### config.mk
export PLATFORM = sky130hd
export DESIGN_NAME = sahit_sqrt
export DESIGN_NICKNAME = d
export VERILOG_FILES = /design/src/hw/rtl/sahit_pkg.sv /design/src/hw/rtl/sahit_sqrt.sv
export SDC_FILE = /design/constraint.sdc
export NUM_CORES = 2
export LEC_CHECK = 0
export BUFFER_PORTS_ARGS = -buffer_cell sky130_fd_sc_hd__buf_2
export CORE_ASPECT_RATIO = 1.5
export CORE_MARGIN = 2
export CORE_UTILIZATION = 50
export CTS_CLUSTER_SIZE = 28
export DETAILED_ROUTE_END_ITERATION = 10
export GPL_TIMING_DRIVEN = 1
export PLACE_DENSITY_LB_ADDON = 0.12
export SLEW_MARGIN = 30
export SYNTH_ARGS = -nofsm -noshare
export SYNTH_HDL_FRONTEND = slang
export SYNTH_SLANG_ARGS = --single-unit
export TNS_END_PERCENT = 10
### constraint.sdc
create_clock -name i_clk -period 8.72 [get_ports i_clk]
set_clock_uncertainty 0.15 [all_clocks]
set_input_delay 1.308 -clock i_clk [delete_from_list [all_inputs] [get_ports i_clk]]
set_output_delay 1.308 -clock i_clk [all_outputs]
set_load 0.02 [all_outputs]
### src/hw/rtl/sahit_pkg.sv
// Shared constants for the segment/box hit test core.
// No dependencies; imported by every module under hw/rtl except sahit_checker.
package sahit_pkg;

    // Result bits resolved per pipeline stage in the root and divide units
    localparam int SAHIT_BPS = 2;

    // Epsilon in raw Q16.16 units and the fraction width of the format
    localparam int SEG_EPS   = 7;
    localparam int FRAC_BITS = 16;

    // Configuration register map
    localparam int CFG_INDEX_WIDTH = 2;

    typedef enum logic [CFG_INDEX_WIDTH-1:0] {
        CFG_START_X = 2'd0,
        CFG_START_Y = 2'd1,
        CFG_START_Z = 2'd2
    } t_cfg_idx;

endpackage

### src/hw/rtl/sahit_sqrt.sv
// Pipelined integer square root, SAHIT_BPS root bits per register stage.
// Depends on sahit_pkg.
module sahit_sqrt #(
    parameter int ROOT_WIDTH = 33
) (
    input  logic                    i_clk,
    input  logic                    i_en,
    input  logic [2*ROOT_WIDTH-1:0] i_rad,
    output logic [ROOT_WIDTH-1:0]   o_root
);
    import sahit_pkg::*;

    localparam int RADW = 2 * ROOT_WIDTH;
    localparam int REMW = ROOT_WIDTH + 2;
    localparam int NST  = (ROOT_WIDTH + SAHIT_BPS - 1) / SAHIT_BPS;

    logic [RADW-1:0]       r_rad  [NST];
    logic [REMW-1:0]       r_rem  [NST];
    logic [ROOT_WIDTH-1:0] r_root [NST];

    logic [RADW-1:0]       n_rad  [NST];
    logic [REMW-1:0]       n_rem  [NST];
    logic [ROOT_WIDTH-1:0] n_root [NST];

    logic [RADW-1:0]       w_rad_in  [NST];
    logic [REMW-1:0]       w_rem_in  [NST];
    logic [ROOT_WIDTH-1:0] w_root_in [NST];

    always_comb begin
        w_rad_in[0]  = i_rad;
        w_rem_in[0]  = '0;
        w_root_in[0] = '0;
        for (int s = 1; s < NST; s++) begin
            w_rad_in[s]  = r_rad[s-1];
            w_rem_in[s]  = r_rem[s-1];
            w_root_in[s] = r_root[s-1];
        end
    end

    always_comb begin
        logic [RADW-1:0]       v_rad;
        logic [REMW-1:0]       v_rem;
        logic [REMW-1:0]       v_try;
        logic [REMW-1:0]       v_trial;
        logic [ROOT_WIDTH-1:0] v_root;
        for (int s = 0; s < NST; s++) begin
            v_rad  = w_rad_in[s];
            v_rem  = w_rem_in[s];
            v_root = w_root_in[s];
            for (int k = 0; k < SAHIT_BPS; k++) begin
                if (s * SAHIT_BPS + k < ROOT_WIDTH) begin
                    // bring down the next radicand pair, try root*4+1
                    v_try   = {v_rem[REMW-3:0], v_rad[RADW-1 -: 2]};
                    v_trial = {v_root, 2'b01};
                    if (v_try >= v_trial) begin
                        v_rem  = v_try - v_trial;
                        v_root = {v_root[ROOT_WIDTH-2:0], 1'b1};
                    end else begin
                        v_rem  = v_try;
                        v_root = {v_root[ROOT_WIDTH-2:0], 1'b0};
                    end
                    v_rad = v_rad << 2;
                end
            end
            n_rad[s]  = v_rad;
            n_rem[s]  = v_rem;
            n_root[s] = v_root;
        end
    end

    always_ff @(posedge i_clk) begin
        if (i_en) begin
            for (int s = 0; s < NST; s++) begin
                r_rad[s]  <= n_rad[s];
                r_rem[s]  <= n_rem[s];
                r_root[s] <= n_root[s];
            end
        end
    end

    assign o_root = r_root[NST-1];

endmodule

# Word-level counts from Yosys, hierarchy flattened
# Memory sizes are Yosys's and may differ from the RTL's.
# Cells that the tools add are included.
# totals
regBits,0
ram_bits,2244
word_cells,137
mem_count,3
# memory_table
name,depth,width,read_ports,rd_ports_with_merged_regs,write_ports,line_no,rtl
r_rad,17,64,16,0,17,sahit_sqrt.sv:17,logic [RADW-1:0] r_rad [NST];
r_rem,17,35,16,0,17,sahit_sqrt.sv:18,logic [REMW-1:0] r_rem [NST];
r_root,17,33,17,0,17,sahit_sqrt.sv:19,logic [ROOT_WIDTH-1:0] r_root [NST];
# op_classes
n_addsub,33
magnitude_cmp,33
n_mux,68
# op_table
operator,count
35-bit greater-or-equal comparator,31
35-bit two-way mux,17
35-bit subtractor,16
33-bit two-way mux,16
33-bit subtractor,15
35-bit by 3-bit greater-or-equal comparator with 1-bit output,1
1-bit two-way mux,35
35-bit by 3-bit subtractor with 35-bit output,1
2-bit by 1-bit subtractor with 3-bit output (second input constant),1
2-bit by 1-bit greater-or-equal comparator with 1-bit output (second input constant),1

# Longest topological paths before layout
# An unclocked memory read counts as a cell.
# logic_depth
word_depth,5
depth_mapped,30
mapped_depth_nobuf,26

# Worst setup path after synthesis
# No wires, ideal clock.
# synth_timing
kind,register to register
start,mem r_rem[0][442] (netlist bit)
end,"mem r_rem[0][456] (netlist bit), data pin"
setup_time_ns,0.266
t_arrival_ns,6.227
required_time_ns,8.304
slack_ns,2.077
stages_incl_launch_ff,24
synth_period_minus_slack_ns,6.643
cell_sequence,edfxtp_1 ha_1 clkbuf_1 nand2_1 or4_1 or4_1 o32ai_1 or2_2 buf_2 buf_1 mux2_2 ha_1 inv_1 or3_1 a2111o_1 o311a_1 a211oi_1 a221o_1 a221o_1 nor2_1 nand4_1 clkbuf_1 buf_1 a21oi_1
# synth_lines
element,line_no
"start, declared",sahit_sqrt.sv:18

==> results_dict.tcl <==
set metrics [dict create \
    io_buffers 100 \
    cp-start-kind "flop" \
    ys_ff_latch 1323 \
    drive_above_1_share_pct 7.064 \
    synthFlopType "edfxtp_1" \
    grtUsageTotal_pct 29.08 \
    synth-seq-area-share_pct 47.04 \
    core_area_mm2 0.1676 \
    required_ns 9.19 \
    gp_congestion 0.9587 \
    drtIter0Drc 3950 \
    clock_sinks 1323 \
    wirelength_met1_um 83740 \
    clk_pin_slew_ns 0.06 \
    first_pass_iters 7 \
    synthTopCellsByArea "edfxtp_1, ha_1, xnor2_1" \
    ir_drop_mv 0.2195 \
    htreeDepth 4 \
    met2_wirelength_um 138900 \
    worst-path-buf-inv 3 \
    setup.worst_path.class "flop to flop" \
    cts_tree "done" \
    synth_top_cell_by_area "edfxtp_1" \
    ant_nets 0 \
    timing.fmax_mhz 130.0 \
    ys_types 101 \
    grt_pass1_vias 64060 \
    areaGrowthSynthToFinish_pct 8.983 \
    yosys_warnings 0 \
    antenna_found_initial 4 \
    postCtsHoldBufs 0 \
    dr_wl_met3_um 7475 \
    cts_root_buf "clkbuf_16" \
    fin_crit_sh_pct 88.23 \
    synth_common_cells "edfxtp_1, a21oi_1, nor2_1" \
    die_w_um 339.6 \
    worst_pin_slew_ns 1.107 \
    totalNegativeSetupSlack_ns 0 \
    synth_most_common_cell "edfxtp_1" \
    min_period_ns 7.693 \
    rsz0062_at_grt "no" \
    insertion_delay_ns 0.80 \
    cts.path.max_buffers 3 \
    netlist_instances 8263 \
    start_util_pct 50.39 \
    p_leak_nw 36.53 \
    netlist_area_mm2 0.08445 \
    grt_start_max_net_pins 174 \
    fp-row-count 184 \
    cts_setup_buffers 0 \
    cts_resized 0 \
    ios 101 \
    maxCapViolations 0 \
    hold_viol_final 0 \
    drc 0 \
    synth_edf_count 1323 \
    drv_slew 0 \
    vias_per_cell 5.965 \
    max_slew_margin_pct 26.22 \
    worstPathArrival_ns 8.17 \
    final_util_pct 54.91 \
    setup-violations-final 0 \
    post_synth.cell_area_avg_um2 10.22 \
    hold_path_class "flop to flop" \
    vias 63730 \
    synth_async_sr_flop_share_pct 0 \
    nNetsFinal 9005 \
    die_area_mm2 0.1723 \
    run_status "finished, final reports clean" \
    grt_overflow_total 0 \
    powerDensity_mw_per_mm2 323.4 \
    wire_per_inst_um 23.82 \
    slowest_stage "or4_1" \
    synth_top_area_share_pct 47.04 \
    endpoint_kind "flop" \
    cts_buffers 135 \
    drt_wl_total_um 254400 \
    crit_fanout 18 \
    grt_pass1_wl_um 379900 \
    hpwl_um 201700 \
    critical_path.top_delay_family "compound AO/OA/AOI/OAI gates" \
    fp.dieH_um 507.3 \
    cpPeakStageDelay_ns 0.68 \
    path_cells "inv_1 > ha_1 > nand4_1 > or4_1 > o31ai_1 > a21o_1 > or2_2 > buf_4 > mux2_2 > ha_1 > nand3_1 > or3_1 > a2111o_1 > o311a_1 > a211oi_1 > a221o_1 > a221o_1 > nor2_1 > nand4_1 > buf_4 > or4b_1 > a21oi_1" \
    top_layer "met4" \
]
cells in the final DEF, fill, tap and decap left out, types with 81 or more instances in the layout:
cell type / n
nor3_1: 185
nor2b_1: 88
a21o_1: 331
buf_2: 99
o21a_1: 81
nand4_1: 116
nand2b_1: 93
xnor2_1: 513
edfxtp_1: 1323
mux2_2: 119
nand3_1: 166
o21ai_0: 412
a21oi_1: 724
inv_1: 511
nor2_1: 682
xor2_1: 270
clkbuf_16: 136
ha_1: 592
nand2_1: 664
state kept, by name, indices dropped and copies added, names as in the netlist:
register / flops
r_rad: 512
r_rem: 506
r_root: 305
metal layers:
metal / vias up / global-route usage, %
met1: 30580 / 27.22
met3: 715 / 2.970
met5: - / 0
met4: 0 / 23.80
li1: 30710 / -
met2: 1718 / 56.43
logic make-up after synthesis:
family	Yosys count	synth area share, %
AO/OA/AOI/OAI	2143	16.05
XOR/XNOR	783	8.120
adder cells (fa/ha/maj)	593	8.783
buffers and inverters	739	3.307
flip-flops	1323	47.04
multiplexers	140	1.836
other	1	0.004440
AND/OR/NAND/NOR	2541	14.86
path summary, 6_finish.rpt:
path	startpoint	endpoint	slack [ns]	depth (start not counted)
worst max register to register	r_root[0][402]	r_rem[0][487]	1.03	22
worst min-delay path	r_rad[0][307]	r_rad[0][375]	0.25	0
worst min register to register	r_rad[0][307]	r_rad[0][375]	0.25	0
worst max-delay path	r_root[0][402]	r_rem[0][487]	1.03	22
cell type report:
class	instances	area [um2]
repair buffers	159	1052
diodes	1	2.502
inverters	523	1964
clock buffers	156	3478
fillers	14950	75560
well taps	2232	2793
clock inverters	87	1001
multi-input cells	6203	42020
flip-flops and latches	1323	39730
metrics by stage:
step	instances	power (W)	hold slack, ns	area (um2)	setup WS (ns)
detailed placement	10440	0.02379	0.2545	87510	1.170
finish	10680	0.02976	0.2492	92040	1.027
CTS	10680	0.02979	0.2486	91980	1.099
floorplan	8265	0.01963	0.2503	84460	2.077
global route	10680	0.03160	0.2615	92040	0.5599
global placement	10440	0.02373	0.2504	87500	1.096
where the power goes:
part           internal (W)  leakage, nW  switching [W]  total [W]
Combinational       0.00569         21.7        0.00852     0.0142
Clock               0.00324         2.13        0.00264    0.00588
Sequential          0.00867         12.7        0.00101    0.00968
Total                0.0176         36.5         0.0122     0.0298
Power figures use the tool's default switching activity.
