$ cat config.mk
export PLATFORM = sky130hd
export DESIGN_NAME = sahit_div
export DESIGN_NICKNAME = d
export VERILOG_FILES = /design/src/hw/rtl/sahit_pkg.sv /design/src/hw/rtl/sahit_div.sv
export SDC_FILE = /design/constraint.sdc
export NUM_CORES = 2
export LEC_CHECK = 0
export CAP_MARGIN = 20
export CELL_PAD_IN_SITES_DETAIL_PLACEMENT = 0
export CELL_PAD_IN_SITES_GLOBAL_PLACEMENT = 1
export CORE_UTILIZATION = 57
export DETAILED_ROUTE_END_ITERATION = 12
export DONT_BUFFER_PORTS = 1
export GPL_TIMING_DRIVEN = 0
export PLACE_DENSITY_LB_ADDON = 0.1
export REMOVE_ABC_BUFFERS = 1
export SYNTH_ARGS = -nofsm -noshare
export SYNTH_HDL_FRONTEND = slang
export SYNTH_SLANG_ARGS = --single-unit
$ cat constraint.sdc
create_clock -name i_clk -period 14.4 [get_ports i_clk]
set_input_delay 2.88 -clock i_clk [delete_from_list [all_inputs] [get_ports i_clk]]
set_output_delay 2.88 -clock i_clk [all_outputs]
set_load 0.01 [all_outputs]
$ cat src/hw/rtl/sahit_pkg.sv
// Shared constants for the segment/box hit test core.
// No dependencies; imported by every module under hw/rtl except sahit_checker.
package sahit_pkg;

    // Result bits resolved per pipeline stage in the root and divide units
    localparam int SAHIT_BPS = 2;

    // Epsilon in raw Q16.16 units and the fraction width of the format
    localparam int SEG_EPS   = 7;
    localparam int FRAC_BITS = 16;

    // Configuration register map
    localparam int CFG_INDEX_WIDTH = 2;

    typedef enum logic [CFG_INDEX_WIDTH-1:0] {
        CFG_START_X = 2'd0,
        CFG_START_Y = 2'd1,
        CFG_START_Z = 2'd2
    } t_cfg_idx;

endpackage

$ cat src/hw/rtl/sahit_div.sv
// Pipelined restoring divider with a saturating quotient.
// Depends on sahit_pkg.
module sahit_div #(
    parameter int NUM_WIDTH = 66,
    parameter int DEN_WIDTH = 33,
    parameter int QUO_WIDTH = 34
) (
    input  logic                 i_clk,
    input  logic                 i_en,
    input  logic [NUM_WIDTH-1:0] i_num,
    input  logic [DEN_WIDTH-1:0] i_den,
    output logic [QUO_WIDTH-1:0] o_quo
);
    import sahit_pkg::*;

    localparam int HIW = NUM_WIDTH - QUO_WIDTH;
    localparam int NST = (QUO_WIDTH + SAHIT_BPS - 1) / SAHIT_BPS;

    // entry stage: overflow check and initial partial remainder
    logic                 r_ovf0;
    logic [DEN_WIDTH-1:0] r_rem0;
    logic [QUO_WIDTH-1:0] r_low0;
    logic [DEN_WIDTH-1:0] r_den0;

    logic                 r_ovf [NST];
    logic [DEN_WIDTH-1:0] r_rem [NST];
    logic [QUO_WIDTH-1:0] r_low [NST];
    logic [QUO_WIDTH-1:0] r_quo [NST];
    logic [DEN_WIDTH-1:0] r_den [NST];

    logic [DEN_WIDTH-1:0] n_rem [NST];
    logic [QUO_WIDTH-1:0] n_low [NST];
    logic [QUO_WIDTH-1:0] n_quo [NST];

    logic [DEN_WIDTH-1:0] w_rem_in [NST];
    logic [QUO_WIDTH-1:0] w_low_in [NST];
    logic [QUO_WIDTH-1:0] w_quo_in [NST];
    logic [DEN_WIDTH-1:0] w_den_in [NST];
    logic                 w_ovf_in [NST];
    logic [DEN_WIDTH-1:0] w_hi;

    assign w_hi = DEN_WIDTH'(i_num[NUM_WIDTH-1 -: HIW]);

    always_comb begin
        w_rem_in[0] = r_rem0;
        w_low_in[0] = r_low0;
        w_quo_in[0] = '0;
        w_den_in[0] = r_den0;
        w_ovf_in[0] = r_ovf0;
        for (int s = 1; s < NST; s++) begin
            w_rem_in[s] = r_rem[s-1];
            w_low_in[s] = r_low[s-1];
            w_quo_in[s] = r_quo[s-1];
            w_den_in[s] = r_den[s-1];
            w_ovf_in[s] = r_ovf[s-1];
        end
    end

    always_comb begin
        logic [DEN_WIDTH:0]   v_try;
        logic [DEN_WIDTH-1:0] v_rem;
        logic [QUO_WIDTH-1:0] v_low;
        logic [QUO_WIDTH-1:0] v_quo;
        for (int s = 0; s < NST; s++) begin
            v_rem = w_rem_in[s];
            v_low = w_low_in[s];
            v_quo = w_quo_in[s];
            for (int k = 0; k < SAHIT_BPS; k++) begin
                if (s * SAHIT_BPS + k < QUO_WIDTH) begin
                    v_try = {v_rem, v_low[QUO_WIDTH-1]};
                    if (v_try >= {1'b0, w_den_in[s]}) begin
                        v_rem = DEN_WIDTH'(v_try - {1'b0, w_den_in[s]});
                        v_quo = {v_quo[QUO_WIDTH-2:0], 1'b1};
                    end else begin
                        v_rem = DEN_WIDTH'(v_try);
                        v_quo = {v_quo[QUO_WIDTH-2:0], 1'b0};
                    end
                    v_low = v_low << 1;
                end
            end
            n_rem[s] = v_rem;
            n_low[s] = v_low;
            n_quo[s] = v_quo;
        end
    end

    always_ff @(posedge i_clk) begin
        if (i_en) begin
            // quotient does not fit when the top bits already reach the divisor
            r_ovf0 <= (w_hi >= i_den);
            r_rem0 <= w_hi;
            r_low0 <= i_num[QUO_WIDTH-1:0];
            r_den0 <= i_den;
            for (int s = 0; s < NST; s++) begin
                r_rem[s] <= n_rem[s];
                r_low[s] <= n_low[s];
                r_quo[s] <= n_quo[s];
                r_den[s] <= w_den_in[s];
                r_ovf[s] <= w_ovf_in[s];
            end
        end
    end

    assign o_quo = r_ovf[NST-1] ? '1 : r_quo[NST-1];

endmodule

Yosys cells after proc, flatten, opt, wreduce, memory -nomap -nowiden
Memories as Yosys holds them, arrays and structs flattened.
Cells that the tools add are included.
W data, S select, Z words.
{ "totals": {"ff_bits": 100, "latchBits": 0, "ramBits": 2261, "romBits": 0, "input_bits": 101, "out_inout_bits": 34, "word_cells": 149, "memories": 5} }
{ "op_classes": {"add_sub_neg": 34, "mul": 0, "div": 0, "n_lt_le_gt_ge": 35, "n_eq_ne": 0, "n_shift": 0, "muxes": 71, "bitwise": 0, "n_reduce_logical": 0} }
{ "memory_table": {"columns": ["name", "words", "word_bits", "rd", "rd_ports_with_merged_regs", "wr", "line_no", "rtl"], "rows": [
  ["r_quo", 17, 34, 17, 0, 17, "sahit_div.sv:28", "logic [QUO_WIDTH-1:0] r_quo [NST];"],
  ["r_den", 17, 33, 16, 0, 17, "sahit_div.sv:29", "logic [DEN_WIDTH-1:0] r_den [NST];"],
  ["r_rem", 17, 33, 16, 0, 17, "sahit_div.sv:26", "logic [DEN_WIDTH-1:0] r_rem [NST];"],
  ["r_low", 17, 32, 16, 0, 17, "sahit_div.sv:27", "logic [QUO_WIDTH-1:0] r_low [NST];"],
  ["r_ovf", 17, 1, 17, 0, 17, "sahit_div.sv:25", "logic r_ovf [NST];"]
]} }
{ "op_table": {"columns": ["op", "count"], "rows": [
  ["$ge A34 B33 Y1", 33],
  ["$mux W33", 34],
  ["$sub A33 B33 Y33", 34],
  ["$mux W1", 36],
  ["$mux W34", 1],
  ["$ge A32 B33 Y1", 1],
  ["$ge A33 B33 Y1", 1]
]} }

Longest topological paths before layout
An unclocked memory read counts as a cell.
{ "logic_depth": {"depth_word": 5, "depth_mapped": 30, "depth_no_buf": 26} }

Least setup slack after synthesis
Ideal clock, no wire load.
{ "synth_timing": {"kind": "reg2reg", "start": "mem r_rem[6][10] (netlist: r_rem[0][208])", "end": "mem r_rem[7][4] (netlist: r_rem[0][235]), data pin", "setup_ps": 260, "t_arrival_ps": 6221, "t_required_ps": 14140, "setup_slack_ps": 7919, "stages_incl_launch_ff": 27, "n_path_buf": 4, "period_less_slack_ps": 6481, "cell_sequence": "edfxtp_1 ha_1 a211oi_1 nor2_1 o41a_1 a221o_1 o211ai_1 nand4_1 and4_1 buf_2 nor2_4 inv_2 buf_2 mux2_2 ha_1 a21o_1 a21o_1 a2111oi_4 o211ai_1 a31o_1 o31ai_2 o21ai_2 a221o_1 or3_1 buf_6 buf_12 mux2_4"} }
{ "synth_rtl": {"columns": ["element", "line_no"], "rows": [
  ["from (decl)", "sahit_div.sv:26"]
]} }

==> run_results.csv <==
group,metric,value,unit
run_status,status,"finished with violations",
run_status,violations,"max-slew violations",
cts,path_clk_slew,60,ps
finish,area_growth,8.06,%
sta,hold_viol,0,
yosys,synthCells,11900,
floorplanning,io_pins,135,
grt,grt_pass1_wl,498,mm
routing,vias,91500,
routing,drc,0,
floorplanning,dieArea,0.219,mm²
sta,fin_crit,9100,ps
place,placed_cell_area,0.127,mm²
critical_path,critical_path_class,"reg -> reg",
cts,htreeDepth,4,
place,io_buffers,0,
floorplanning,coreArea,0.215,mm²
routing,wl_per_cell,21.9,µm
finish,nets,13100,
sta,tightestPinTransition,1630,ps
critical_path,critPathMaxStageDelay,770,ps
finish,fillCellCount,17600,
cts,cts_tree,"yes",
critical_path,cp_max_fo,31,
yosys,ys_ff_latch,1751,
sta,post-route-period-util,63.2,%
critical_path,path_common_cell,"o21ai_0",
sta,setup_tns,0,ps
cts,post_cts_buffers,0,
cts,numClockSinks,1751,
sta,max-slew-margin-rel,-8.40,%
grt,grt_pass1_vias,87800,
cts,clockBufferDepth,3,
grt,grt_usage,29.0,%
cts,cts-resized-gates,0,
critical_path,cp.arrival,9680,ps
critical_path,startpoint_type,"register",
grt,grt_max_degree,257,
critical_path,cpLargestDelayFamily,"compound AO/OA/AOI/OAI gates",
floorplanning,die_x,468,µm
yosys,ys.flop_type,"edfxtp_1",
floorplanning,rows,170,
sta,clock_skew,40.6,ps
critical_path,critical_path_buf_inv_count,3,
critical_path,crit_chain,"ha_1 -> inv_1 -> fa_1 -> nand3_1 -> a21oi_1 -> o311ai_1 -> a211oi_1 -> o31ai_2 -> a211oi_1 -> o21bai_1 -> buf_6 -> and2_1 -> o21ai_0 -> fa_1 -> a21oi_1 -> o21ai_0 -> a2111oi_0 -> or3_1 -> nand2_1 -> a41oi_1 -> o21ai_0 -> a211oi_2 -> inv_2 -> mux2_2",
routing,drtPass1Iterations,6,
critical_path,worstPathRequired,14980,ps
finish,drive_above_1_share,10.4,%
routing,drt-total-wl,325,mm
flow_run,cap_violations,0,
finish,final_util,62.2,%
grt,overflow,0,
routing,detail-route-antenna-nets,0,
sta,rsz0062_at_grt,"false",
cts,cts-root-buf,"clkbuf_16",
cts,clock_latency,860,ps
routing,viasPerCell,6.16,
grt,antenna_found_initial,9,
finish,final_area,0.134,mm²
yosys,syn_area,0.124,mm²
sta,clock.fmax,0.110,GHz
floorplanning,die_y,468,µm
critical_path,worst_setup_path_end_kind,"register",
yosys,synthDistinctLibCells,115,
yosys,yosysWarnings,0,
yosys,synth_edf_count,1751,
yosys,yosysSeqAreaShare,42.4,%
yosys,async_reset_ff_share,0,%
critical_path,cp_slowest_cell,"a2111oi_0",
sta,setup_viol,0,
floorplanning,initial_core_util,57.5,%
place,place_hpwl,256,mm
sta,slew_viol_final,82,
routing,drt_iter0_drc,6724,
yosys,syn_avg_cell_area,10.4,µm²
worst_hold_path,hold_class,"reg -> reg",
cts,cts_hold_buf,0,
cts,cts_made_buffers,190,
place,place_congestion,0.932,
## metrics by stage
stage          instances  worst slack [ps]  hold slack [ps]
6_report           14900              5300              385
5_1_grt            14900              4950              400
4_1_cts            14900              5540              376
3_5_place_dp       14500              5590              405
3_3_place_gp       14500             -1360              400
2_1_floorplan      11600              4440              400
## path summary, 6_finish.rpt
| path | start | to | slack [ps] | cells past startpoint |
|---|---|---|---|---|
| worst max-delay path | r_den[0][396]$_DFFE_PP_ | r_rem[0][432]$_DFFE_PP_ | 5300 | 24 |
| worst min-delay path | r_low[0][81]$_DFFE_PP_ | r_low[0][115]$_DFFE_PP_ | 390 | 0 |
| worst min register to register | r_low[0][81]$_DFFE_PP_ | r_low[0][115]$_DFFE_PP_ | 390 | 0 |
| worst max register to register | r_den[0][396]$_DFFE_PP_ | r_rem[0][432]$_DFFE_PP_ | 5300 | 24 |
## kinds of logic (layout without fill, tap and decap cells)
family / count (synthesis) / in the layout / share of synthesized area [%]
other: 0 / 8 / 0
AOI/OAI and AO/OA: 3382 / 3382 / 17.7
xor gates and xnor gates: 865 / 865 / 6.11
DFF: 1751 / 1751 / 42.4
muxes: 782 / 782 / 7.11
buffers and inverters: 1223 / 1369 / 3.86
and+or+nand+nor: 2680 / 2680 / 10.6
adders and majority gates: 1187 / 1187 / 12.2
## cell type report
cell class                 count  area [µm²]  area share [%]
antenna                        8        20.0          0.0149
clock buffer                 207        4840            3.61
clock inverter               149        1710            1.27
inverter                     968        3630            2.71
multi-input combinational   8896       66800            49.8
sequential                  1751       52600            39.2
tap                         2838        3550            2.65
timing repair buffer          45         862           0.643
## cell usage in the layout (no fill, tap or decap), types with 65 or more instances in the layout
cell and instances:
a211oi_1 125, a21o_1 510, a21oi_1 1028, a31oi_1 148, and3_1 126, clkbuf_16 191
edfxtp_1 1751, ha_1 1154, inv_1 957, mux2_2 690, nand2_1 678, nand2b_1 127
nand3_1 225, nand4_1 172, nor2_1 693, nor2b_1 111, nor3_1 187, o211ai_1 65
o21a_1 156, o21ai_0 597, o21bai_1 162, o31ai_1 83, or2_2 65, xnor2_1 603
xor2_1 262
## sequential cells by signal (all words and copies together), names as in the netlist
name / count
r_low: 272
r_rem0: 32
r_quo: 306
r_rem: 528
r_ovf0: 1
r_ovf: 17
r_den: 528
r_low0: 34
r_den0: 33
## metal layers
layer  global-route usage (%)  wire, µm  vias to the layer above
li1                         -         -                    44500
met1                     36.8    138000                    44000
met2                     49.9    158000                     2378
met3                     3.22     14600                      604
met4                     12.6     15400                        0
met5                        0         0                        -
## cells in the mapped netlist, types with 84 or more instances
cell type | instances | area (µm²)
edfxtp_1 | 1751 | 52600
ha_1 | 1154 | 14400
a21oi_1 | 1029 | 5150
inv_1 | 958 | 3600
nor2_1 | 693 | 2600
mux2_2 | 690 | 7770
nand2_1 | 679 | 2550
xnor2_1 | 603 | 5280
o21ai_0 | 597 | 2990
a21o_1 | 511 | 3840
xor2_1 | 262 | 2290
nand3_1 | 225 | 1130
nor3_1 | 187 | 936
clkbuf_1 | 179 | 672
nand4_1 | 172 | 1080
o21bai_1 | 162 | 1220
o21a_1 | 157 | 1180
a31oi_1 | 148 | 926
nand2b_1 | 127 | 795
a211oi_1 | 126 | 946
and3_1 | 126 | 788
nor2b_1 | 111 | 694
o31ai_1 | 84 | 631
Power is left out: the tool's default activity adds up to more than one toggle a clock period on the data nets, which glitch-free logic cannot reach.
